$ cat config.mk
export PLATFORM = sky130hd
export DESIGN_NAME = stream_find_replace_unit
export DESIGN_NICKNAME = d
export VERILOG_FILES = /design/src/hdl/sfr_pkg.sv /design/src/hdl/sfr_front.sv /design/src/hdl/sfr_cmd_fifo.sv /design/src/hdl/sfr_back.sv /design/src/hdl/stream_find_replace_unit.sv
export SDC_FILE = /design/constraint.sdc
export NUM_CORES = 1
export LEC_CHECK = 0
export BUFFER_PORTS_ARGS = -buffer_cell sky130_fd_sc_hd__buf_2
export CORE_MARGIN = 1.5
export CORE_UTILIZATION = 40
export CTS_CLUSTER_DIAMETER = 120
export DETAILED_ROUTE_END_ITERATION = 8
export PLACE_DENSITY = 0.67
export SLEW_MARGIN = 15
export SYNTH_ARGS = -nofsm -noshare
export SYNTH_HDL_FRONTEND = slang
export SYNTH_SLANG_ARGS = --single-unit
$ cat constraint.sdc
create_clock -name clk -period 19.1 [get_ports clk]
set_input_delay 0.955 -clock clk [delete_from_list [all_inputs] [get_ports clk]]
set_output_delay 0.955 -clock clk [all_outputs]
set_load 0.005 [all_outputs]
$ cat src/hdl/sfr_pkg.sv
`default_nettype none

package sfr_pkg;

  // widths fixed by the stream and register formats
  localparam int BYTE_W     = 8;
  localparam int LEN_W      = 4;
  localparam int CFG_W      = 64;
  localparam int CFG_IDX_W  = 2;
  localparam int REPL_MAX   = 8;
  localparam int CMDQ_DEPTH = 2;

  // configuration register indexes
  typedef enum logic [CFG_IDX_W-1:0] {
    REG_FIND_PATTERN    = 2'd0,
    REG_FIND_LEN        = 2'd1,
    REG_REPLACE_PATTERN = 2'd2,
    REG_REPLACE_LEN     = 2'd3
  } cfg_reg_t;

  // one classified input byte: up to REPL_MAX output beats
  typedef struct packed {
    logic [REPL_MAX-1:0][BYTE_W-1:0] data;
    logic [LEN_W-1:0]                count;
    logic                            last;
    logic                            modified;
  } cmd_t;

endpackage

`default_nettype wire

$ cat src/hdl/sfr_front.sv
`default_nettype none

module sfr_front #(
  parameter int MAX_PATTERN = 8
) (
  input  wire logic                            clk,
  input  wire logic                            rst,
  input  wire logic                            cfg_write,
  input  wire logic [sfr_pkg::CFG_IDX_W-1:0]   cfg_index,
  input  wire logic [sfr_pkg::CFG_W-1:0]       cfg_data,
  input  wire logic                            push,
  input  wire logic [sfr_pkg::BYTE_W-1:0]      in_byte,
  input  wire logic                            is_last,
  output logic                                 full,
  input  wire logic                            q_full,
  output logic                                 q_push,
  output sfr_pkg::cmd_t                        q_cmd
);
  import sfr_pkg::*;

  // configuration registers
  logic [CFG_W-1:0] find_pattern;
  logic [LEN_W-1:0] find_len;
  logic [CFG_W-1:0] replace_pattern;
  logic [LEN_W-1:0] replace_len;

  // window state
  logic [BYTE_W-1:0] window      [MAX_PATTERN];
  logic [BYTE_W-1:0] window_next [MAX_PATTERN];
  logic [BYTE_W-1:0] w_ins       [MAX_PATTERN];
  logic [LEN_W-1:0]  fill, fill_next, fill_ins;
  logic [LEN_W-1:0]  active_len, len_use;
  logic [LEN_W-1:0]  find_clamped, repl_clamped;
  logic              replaced, replaced_next;
  logic              hit, window_full, accept;

  assign full   = q_full;
  assign accept = push && !q_full;

  // length clamps
  always_comb begin
    if (find_len == '0) begin
      find_clamped = LEN_W'(1);
    end else if (find_len > LEN_W'(MAX_PATTERN)) begin
      find_clamped = LEN_W'(MAX_PATTERN);
    end else begin
      find_clamped = find_len;
    end
    repl_clamped = (replace_len > LEN_W'(REPL_MAX)) ? LEN_W'(REPL_MAX) : replace_len;
  end

  // pattern length latched when the window starts empty
  assign len_use  = (fill == '0) ? find_clamped : active_len;
  assign fill_ins = fill + LEN_W'(1);

  // window with the new byte placed
  always_comb begin
    for (int i = 0; i < MAX_PATTERN; i++) begin
      w_ins[i] = (LEN_W'(i) == fill) ? in_byte : window[i];
    end
  end

  // compare the window with the find pattern
  always_comb begin
    hit = 1'b1;
    for (int i = 0; i < MAX_PATTERN; i++) begin
      if (LEN_W'(i) < len_use && w_ins[i] != find_pattern[BYTE_W*i +: BYTE_W]) begin
        hit = 1'b0;
      end
    end
  end

  assign window_full = (fill_ins == len_use);

  // classify the byte into a command for the back end
  always_comb begin
    window_next   = w_ins;
    fill_next     = fill_ins;
    replaced_next = replaced;
    q_cmd         = '0;
    for (int i = 0; i < MAX_PATTERN; i++) begin
      q_cmd.data[i] = w_ins[i];
    end
    if (window_full && hit) begin
      // match: emit the replacement, clear the window
      q_cmd.data    = replace_pattern;
      q_cmd.count   = repl_clamped;
      fill_next     = '0;
      replaced_next = 1'b1;
    end else if (window_full) begin
      // no match: pass the oldest byte, flush the rest on the last beat
      q_cmd.count = is_last ? len_use : LEN_W'(1);
      for (int i = 0; i < MAX_PATTERN - 1; i++) begin
        window_next[i] = w_ins[i+1];
      end
      fill_next = len_use - LEN_W'(1);
    end else begin
      q_cmd.count = is_last ? fill_ins : '0;
    end
    q_cmd.last     = is_last;
    q_cmd.modified = replaced_next;
    if (is_last) begin
      fill_next     = '0;
      replaced_next = 1'b0;
    end
  end

  assign q_push = accept && (is_last || q_cmd.count != '0);

  // control and configuration registers
  always_ff @(posedge clk) begin
    if (rst) begin
      find_pattern    <= '0;
      find_len        <= LEN_W'(1);
      replace_pattern <= '0;
      replace_len     <= '0;
      fill            <= '0;
      active_len      <= LEN_W'(1);
      replaced        <= 1'b0;
    end else begin
      if (cfg_write) begin
        case (cfg_reg_t'(cfg_index))
          REG_FIND_PATTERN:    find_pattern    <= cfg_data;
          REG_FIND_LEN:        find_len        <= cfg_data[LEN_W-1:0];
          REG_REPLACE_PATTERN: replace_pattern <= cfg_data;
          REG_REPLACE_LEN:     replace_len     <= cfg_data[LEN_W-1:0];
          default: ;
        endcase
      end
      if (accept) begin
        fill       <= fill_next;
        active_len <= len_use;
        replaced   <= replaced_next;
      end
    end
  end

  // window bytes
  always_ff @(posedge clk) begin
    if (accept) begin
      window <= window_next;
    end
  end

endmodule

`default_nettype wire

$ cat src/hdl/sfr_cmd_fifo.sv
`default_nettype none

module sfr_cmd_fifo (
  input  wire logic          clk,
  input  wire logic          rst,
  input  wire logic          wr_en,
  input  wire sfr_pkg::cmd_t wr_cmd,
  output logic               q_full,
  input  wire logic          rd_en,
  output logic               rd_valid,
  output sfr_pkg::cmd_t      rd_cmd
);
  import sfr_pkg::*;

  localparam int PTR_W = (CMDQ_DEPTH > 1) ? $clog2(CMDQ_DEPTH) : 1;
  localparam int CNT_W = $clog2(CMDQ_DEPTH + 1);

  cmd_t             entries [CMDQ_DEPTH];
  logic [PTR_W-1:0] wr_ptr, rd_ptr;
  logic [CNT_W-1:0] count;
  logic             do_wr, do_rd;

  assign q_full   = (count == CNT_W'(CMDQ_DEPTH));
  assign rd_valid = (count != '0);
  assign rd_cmd   = entries[rd_ptr];
  assign do_wr    = wr_en && !q_full;
  assign do_rd    = rd_en && rd_valid;

  // pointers and occupancy
  always_ff @(posedge clk) begin
    if (rst) begin
      wr_ptr <= '0;
      rd_ptr <= '0;
      count  <= '0;
    end else begin
      if (do_wr) begin
        wr_ptr <= (wr_ptr == PTR_W'(CMDQ_DEPTH - 1)) ? '0 : wr_ptr + PTR_W'(1);
      end
      if (do_rd) begin
        rd_ptr <= (rd_ptr == PTR_W'(CMDQ_DEPTH - 1)) ? '0 : rd_ptr + PTR_W'(1);
      end
      if (do_wr && !do_rd) begin
        count <= count + CNT_W'(1);
      end else if (do_rd && !do_wr) begin
        count <= count - CNT_W'(1);
      end
    end
  end

  // storage
  always_ff @(posedge clk) begin
    if (do_wr) begin
      entries[wr_ptr] <= wr_cmd;
    end
  end

endmodule

`default_nettype wire

$ cat src/hdl/sfr_back.sv
`default_nettype none

module sfr_back (
  input  wire logic                        clk,
  input  wire logic                        rst,
  input  wire logic                        q_valid,
  input  wire sfr_pkg::cmd_t               q_cmd,
  output logic                             q_pop,
  output logic [sfr_pkg::BYTE_W-1:0]       out_byte,
  output logic                             has_byte,
  output logic                             end_of_run,
  output logic                             modified,
  output logic                             empty,
  input  wire logic                        pop
);
  import sfr_pkg::*;

  localparam int IDX_W = $clog2(REPL_MAX);

  cmd_t             cur;
  logic             busy;
  logic [IDX_W-1:0] idx;
  logic             at_end, take;

  // current beat is the last one of this command
  assign at_end = (cur.count == '0) || ({1'b0, idx} == cur.count - LEN_W'(1));
  assign take   = busy && pop;
  assign q_pop  = q_valid && (!busy || (take && at_end));

  // result ports
  assign empty      = !busy;
  assign has_byte   = (cur.count != '0);
  assign out_byte   = has_byte ? cur.data[idx] : '0;
  assign end_of_run = cur.last && at_end;
  assign modified   = end_of_run && cur.modified;

  // control
  always_ff @(posedge clk) begin
    if (rst) begin
      busy <= 1'b0;
      idx  <= '0;
    end else if (q_pop) begin
      busy <= 1'b1;
      idx  <= '0;
    end else if (take) begin
      if (at_end) begin
        busy <= 1'b0;
      end else begin
        idx <= idx + IDX_W'(1);
      end
    end
  end

  // command being serialized
  always_ff @(posedge clk) begin
    if (q_pop) begin
      cur <= q_cmd;
    end
  end

endmodule

`default_nettype wire

$ cat src/hdl/stream_find_replace_unit.sv
// When idle, a taken byte's beat goes through the queue entry, then the serializer register.
// Throughput: one input byte per cycle while each byte yields at most one beat and beats
// are popped as they come; a byte that completes a match holds the output serializer while
// it sends the replacement, and a last byte that flushes the window holds it while it sends the window.
// The output side delivers one beat per cycle while pop is high (single-beat serializer).
// Reset (rst, synchronous): clears the window fill, stream flag, command queue and
// registers to find_len 1, replace_len 0, patterns 0.
`default_nettype none

module stream_find_replace_unit #(
  parameter int MAX_PATTERN = 8
) (
  input  wire logic                            clk,
  input  wire logic                            rst,
  input  wire logic                            cfg_write,
  input  wire logic [sfr_pkg::CFG_IDX_W-1:0]   cfg_index,
  input  wire logic [sfr_pkg::CFG_W-1:0]       cfg_data,
  input  wire logic [sfr_pkg::BYTE_W-1:0]      in_byte,
  input  wire logic                            is_last,
  input  wire logic                            push,
  output logic                                 full,
  output logic [sfr_pkg::BYTE_W-1:0]           out_byte,
  output logic                                 has_byte,
  output logic                                 end_of_run,
  output logic                                 modified,
  output logic                                 empty,
  input  wire logic                            pop
);
  import sfr_pkg::*;

  cmd_t wr_cmd, rd_cmd;
  logic q_full, q_push, q_valid, q_pop;

  // classify each byte against the window
  sfr_front #(
    .MAX_PATTERN (MAX_PATTERN)
  ) u_front (
    .clk       (clk),
    .rst       (rst),
    .cfg_write (cfg_write),
    .cfg_index (cfg_index),
    .cfg_data  (cfg_data),
    .push      (push),
    .in_byte   (in_byte),
    .is_last   (is_last),
    .full      (full),
    .q_full    (q_full),
    .q_push    (q_push),
    .q_cmd     (wr_cmd)
  );

  // decoupling queue
  sfr_cmd_fifo u_fifo (
    .clk      (clk),
    .rst      (rst),
    .wr_en    (q_push),
    .wr_cmd   (wr_cmd),
    .q_full   (q_full),
    .rd_en    (q_pop),
    .rd_valid (q_valid),
    .rd_cmd   (rd_cmd)
  );

  // serialize commands into beats
  sfr_back u_back (
    .clk        (clk),
    .rst        (rst),
    .q_valid    (q_valid),
    .q_cmd      (rd_cmd),
    .q_pop      (q_pop),
    .out_byte   (out_byte),
    .has_byte   (has_byte),
    .end_of_run (end_of_run),
    .modified   (modified),
    .empty      (empty),
    .pop        (pop)
  );

endmodule

`default_nettype wire

# Word-level counts from Yosys, hierarchy flattened
# Memory sizes are Yosys's and may differ from the RTL's. A register that Yosys moved wholly into a read port is not among the register bits.
# Cells that the tools add are included.
# totals
wordCells,150
latchBits,0
output_inout_bits,13
romBits,0
inputBits,80
ram_bits,140
regBits,217
mem_count,1
# op_classes
bitwise,1
magnitude_cmp,11
addsub,8
n_mux,44
n_shift,0
reduce_logical,44
n_eq_ne,21
n_mul,0
div_mod_pow,0
# memory_table
name,depth,width,read_ports,rd_ports_with_merged_regs,write_ports,line_no,rtl
u_fifo.entries,2,70,1,1,1,sfr_cmd_fifo.sv:18,cmd_t entries [CMDQ_DEPTH];
# ops
cell,count
56-bit 2-to-1 mux,2
8-bit 2-to-1 mux,10
64-bit 2-to-1 mux,1
8-bit inequality test,8
4-bit 2-to-1 mux,11
8-bit binary-select mux with 3-bit select,1
1-bit logical AND,20
1-bit 2-to-1 mux,17
"3-bit by 4-bit == test with 1-bit output, first input constant",4
"3-bit by 4-bit less-than comparator with 1-bit output, first input constant",4
4-bit zero test,3
2-bit AND reduction,6
"2-bit by 4-bit == test with 1-bit output, first input constant",2
"4-bit greater-than comparator, second input constant",2
"1-bit by 4-bit less-than comparator with 1-bit output, first input constant",2
"2-bit by 4-bit less-than comparator with 1-bit output, first input constant",2
2-bit nonzero test,4
4-bit nonzero test,2
"4-bit by 1-bit subtractor with 4-bit output, second input constant",2
"2-bit == test, second input constant",3
"4-bit by 1-bit adder with 4-bit output, second input constant",1
"1-bit by 4-bit == test with 1-bit output, first input constant",1
3-bit by 4-bit == test with 1-bit output,1
4-bit == test,1
other kinds (12),19

# Logic depth before layout (Yosys ltp)
# logic_depth
ltp_word,24
mapped_depth,18
ltp_nobuf,16

# By module
# From an unflattened synthesis, not the netlist that was laid out.
# unflattened
cells_unflattened,1787
area_unflattened_um2,20134.3
# by_module_without_submodules
mod,area_each_um2,cells_per_inst,n_inst,seq_area_each_um2
sfr_front,11835.1,1387,1,4824.6
sfr_cmd_fifo,5252.5,243,1,4304.1
sfr_back,3046.7,157,1,2182.1

# Worst setup path after synthesis
# No wires, ideal clock.
# synth_path
path_type,input port to flip-flop
start,input port in_byte[1] (netlist name)
end,memory u_fifo.entries[0][0] (netlist name) (enable)
setup_ns,0.499
required_time_ns,18.601
path_buffers,2
path_slack_ns,12.827
stages,10
arrival_ns,5.774
path_cell_list,clkbuf_1 clkbuf_1 xnor2_1 o21ai_0 nor3_1 o311ai_0 nor4b_2 a31oi_2 o221ai_4 nor2_1
# synth_between
elab_chain_cells,19
word_cells_on_any_way,40
classes_between,8 x eq/ne; 19 x mux; 13 x reduce/logical
# synth_lines
element,line_no,rtl
"start, declared",stream_find_replace_unit.sv:18,"input wire logic [sfr_pkg::BYTE_W-1:0] in_byte,"
8-bit 2-to-1 mux,sfr_front.sv:59,w_ins[i] = (LEN_W'(i) == fill) ? in_byte : window[i];
8-bit inequality test,sfr_front.sv:67,if (LEN_W'(i) < len_use && w_ins[i] != find_pattern[BYTE_W*i +: BYTE_W]) begin
1-bit logical AND,sfr_front.sv:67,
1-bit 2-to-1 mux (7 in a row),sfr_front.sv:67,
1-bit 2-to-1 mux (*),sfr_front.sv:67,
1-bit logical AND (*),sfr_front.sv:84,if (window_full && hit) begin
4-bit 2-to-1 mux (*),sfr_front.sv:84,
4-bit nonzero test (*),sfr_front.sv:108,assign q_push = accept && (is_last || q_cmd.count != '0);
1-bit logical OR (*),sfr_front.sv:108,
1-bit logical AND (*),sfr_front.sv:108,
1-bit logical AND (*),sfr_cmd_fifo.sv:26,assign do_wr = wr_en && !q_full;
1-bit 2-to-1 mux (*),sfr_cmd_fifo.sv:52,if (do_wr) begin
1-bit 2-to-1 mux (not written as such) (*),sfr_cmd_fifo.sv:53,entries[wr_ptr] <= wr_cmd;
"end, declared",sfr_cmd_fifo.sv:18,
# Every way passes the cells marked *; elsewhere a longest branch is shown, timed or not.

==> metrics.txt <==
sequential fraction of the synthesis area=about 56%; Synth async-reset ratio=0%; proportion of layout cells with a drive suffix above 1=roughly 15%; cells resized by post-CTS repair=0; TritonCTS buffer count=44; pin count of the biggest net entering global routing=89; CP arrival=around 6100 ps; count of synthesis-stage warnings from yosys=0; leakage=a little over 8 nW; TritonCTS clock tree=yes; DR DRC count=0; maximum achievable frequency=172 MHz; reported net switching power=around 1.5 mW; status=finished clean; Starting Density=about two fifths; global placer's final weighted congestion=about 0.9; primary flip-flop cell chosen by synthesis mapping=sky130_fd_sc_hd__edfxtp_1; Max Cap Violations=0; nets@finish=just over 2000; Worst Setup SP=u_front.fill[2]$_SDFFE_PP0P_; critical path launch point type=flop; slew at the pin closest to its max-slew limit=between 1000 and 1500 ps; critical path fanouts, max=50; clock network power share=approximately a fifth; # clock sinks=427; # fillers=roughly 4600; Internal Pwr Total=about 2.5 mW; Slew Viols, Final=0; count of nets left with antenna violations after detail routing=0; final routed wire length divided by cell count=between 20 and 25 µm; capture instance of the worst register-to-register path=u_fifo.entries[1][27]$_DFFE_PP_; drt pass-1 iters=6; Post-synth EDFFs=approximately 270; Core Rows=82; post-synthesis area per instance=around 11 µm²; clock input transition at the sequential cells of the worst setup and hold paths=about 60 ps; sum of overflow across all layers after global routing=0; flip-flop and latch count after synthesis=roughly 430; number of cells traversed by the worst register-to-register path=10; antenna violations before repair=8; endpoint required time on the critical path=between 15000 and 20000 ps; startpoint of the most critical hold path=u_front.replace_pattern[50]$_SDFFE_PP0P_; net switching fraction of the power=a little under two fifths; area after detailed placement=between 20000 and 25000 µm²; Clock Skews=~21 ps; Die Span X=between 200 and 250 µm; count of vias placed by the detailed router=roughly 14000; first-iteration detailed-routing DRC count=1407; sort of element at the end of the critical path=flop; type of the most critical hold path=flop to flop; clock period minus worst slack=roughly 5800 ps; Clock Path Buffers=3; total negative slack for setup checks=0 ps; Syn-to-layout area delta=11.7%; ports placed on the boundary=slightly above 90; Post-CTS Repair Setup Buffers=0; Post-Syn Instances=1888; final number of hold-violating endpoints=0; first-pass GRT wire length=~87000 µm; combinational share of power=around 39%; root cell of the clock tree=sky130_fd_sc_hd__clkbuf_16; final clock period utilization by the worst path=a little under a third; setup violators final=0; count of port buffers added during placement=92; Cells on Worst Hold Path=2; total of hold buffers inserted after clock tree synthesis=0; cell with the biggest individual delay on the critical path=sky130_fd_sc_hd__nand3b_1; Global Route Usage Sum=21.9%; largest incremental delay on the critical path=around 790 ps; CP Class=flop to flop; area share of the largest cell type after synthesis=approximately two fifths; estimated wirelength of the detail-placed design=40200 µm; Worst IR Drop VDD=0.121 mV; register share of total power=about two fifths; main area contributors after synthesis=sky130_fd_sc_hd__edfxtp_1 41%, sky130_fd_sc_hd__dfxtp_1 15%, sky130_fd_sc_hd__nand2_1 8.2%; Die ar.=around 52000 µm²; routed via count divided by cell count=between 5 and 6; vias in the first global route=14000; synthesized netlist net count=between 1500 and 2000; setup repair after global routing missed its margin=false; die height=approximately 230 µm; Skew-Pair Late Insertion Delay=around 570 ps; worst hold endpoint=u_front.replace_pattern[50]$_SDFFE_PP0P_; Rel. slew slack=between 20 and 25%; chain of cells forming the critical path=nand3b_1 -> mux2i_1 -> xnor2_1 -> a2111oi_0 -> nand3_1 -> a221oi_1 -> a31oi_2 -> nor2_4 -> buf_4 -> mux2_1; H-tree Lvls=2; cell area after synthesis=roughly 20000 µm²; Final Cell Area=around 23000 µm²; number of distinct standard cells referenced by the synthesized netlist=70; library cell occupying the most area in the post-synthesis netlist=sky130_fd_sc_hd__edfxtp_1; total power consumption of the routed design=4.01 mW; placeable core region=between 50000 and 60000 µm²; setup slack, reg-to-reg=~13000 ps; FF-to-FF Start=u_front.fill[2]$_SDFFE_PP0P_; Cell Pwr Density=between 150 and 200 nW/µm²; aggregate routed wire length=between 50000 and 60000 µm
-- per-layer routing --
metal,up-vias,GRT usage (%),share of wire (%)
met1,7129,29.4,43
met4,12,6.29,2.5
met5,-,0,0.15
met3,88,4.30,7.0
li1,6774,-,-
met2,480,36.1,48
-- stage by stage --
stage	hold WS, ps	std cells	util, %	setup WS, ps
5_1_grt	466	2629	45.2	12920
3_3_place_gp	443	2548	42.3	13410
2_1_floorplan	430	1888	-	12830
3_5_place_dp	449	2548	42.3	13370
4_1_cts	457	2629	45.2	13290
6_report	456	2631	45.2	13280
-- registers in the layout, summed over array words and instances, names as in the netlist, 2 cells and up --
register and flops:
u_front.find_len 4, u_front.fill 4, u_front.window 64, u_fifo.entries 140, u_front.find_pattern 64, u_back.cur 70, u_front.active_len 4, u_front.replace_pattern 64
u_front.replace_len 4, u_fifo.count 2, u_back.idx 3
-- final cells by class --
type	count	area [µm²]	area share, %
sequential	427	11300	49.8
multi-input combinational	1241	8140	35.9
clock buffer	54	1200	5.29
tap	672	841	3.71
timing repair buffer	110	598	2.64
inverter	98	368	1.62
clock inverter	27	238	1.05
antenna	2	5.00	0.0221
-- power groups by stage --
stage               clock, mW  combinational (mW)  sequential [mW]
floorplan                   0                1.10             1.56
global placement            0                1.52             1.59
detailed placement          0                1.54             1.60
CTS                     0.872                1.55             1.58
global route            0.905                1.70             1.61
finish                  0.860                1.57             1.58
-- cell usage in the layout, fill, tap and decap left out, drive strengths merged, types with 5 or more instances in the layout --
cell type / count
clkbuf: 54
mux2: 92
and2: 17
mux4: 16
ha: 11
edfxtp: 274
a2111oi: 11
xor2: 18
a21oi: 144
inv: 105
o22ai: 18
nor2b: 39
clkinv: 15
a211o: 50
nor3: 18
o21ai: 17
nor3b: 5
o221ai: 7
xnor2: 28
nand3b: 6
nor2: 55
nand3: 10
buf: 110
mux2i: 111
a211oi: 5
o2bb2ai: 48
nand2: 441
nand2b: 8
dfxtp: 153
a31oi: 5
-- cell usage after synthesis, drive strengths merged (3+ instances only) --
cell type,count
nor3b,5
a311oi,3
nor4,4
a211oi,5
a222oi,3
nand2b,8
a21oi,144
o22ai,18
xor2,18
nand3,10
mux2i,111
o2bb2ai,48
edfxtp,274
clkbuf,78
nor2,55
xnor2,28
or4,3
a21boi,3
o2111ai,3
buf,44
a22oi,4
nand2,441
or3b,4
nand4,4
o221ai,7
a211o,50
o21ai,17
mux2,92
ha,11
mux4,16
nand3b,6
and3b,4
a221oi,3
a31oi,5
nor2b,39
or2,3
and2,17
a2111oi,11
inv,98
dfxtp,153
nor3,18
-- worst max-delay path, delay by kind of cell, from the launching register on --
kind | cells | cell delay, ps
AO/OA/AOI/OAI | 3 | 1160
XOR/XNOR | 1 | 100
buffers and inverters | 1 | 780
flip-flops | 1 | 710
multiplexers | 2 | 930
AND/OR/NAND/NOR | 3 | 1750
-- how the worst max path moves through the flow --
stage / endpoint / slack, ps
2_1_floorplan: u_fifo.entries[0][0]$_DFFE_PP_ / 12830
3_3_place_gp: u_fifo.entries[0][45]$_DFFE_PP_ / 13410
3_5_place_dp: u_fifo.entries[0][45]$_DFFE_PP_ / 13370
4_1_cts: u_fifo.entries[0][45]$_DFFE_PP_ / 13290
5_1_grt: u_fifo.entries[0][45]$_DFFE_PP_ / 12920
6_report: u_fifo.entries[1][27]$_DFFE_PP_ / 13280
-- cell families (layout without fill, tap and decap cells) --
family | after synthesis | after routing | share of synthesized area (%)
DFF | 427 | 427 | 55.6
other | 0 | 2 | 0
muxes | 219 | 219 | 12.4
buffers and inverters | 220 | 289 | 4.51
and+or+nand+nor | 627 | 627 | 13.5
xor gates and xnor gates | 46 | 46 | 1.98
AOI/OAI and AO/OA | 338 | 338 | 11.4
adders and majority gates | 11 | 11 | 0.678
Note: power is estimated with default switching activity, not from simulation.
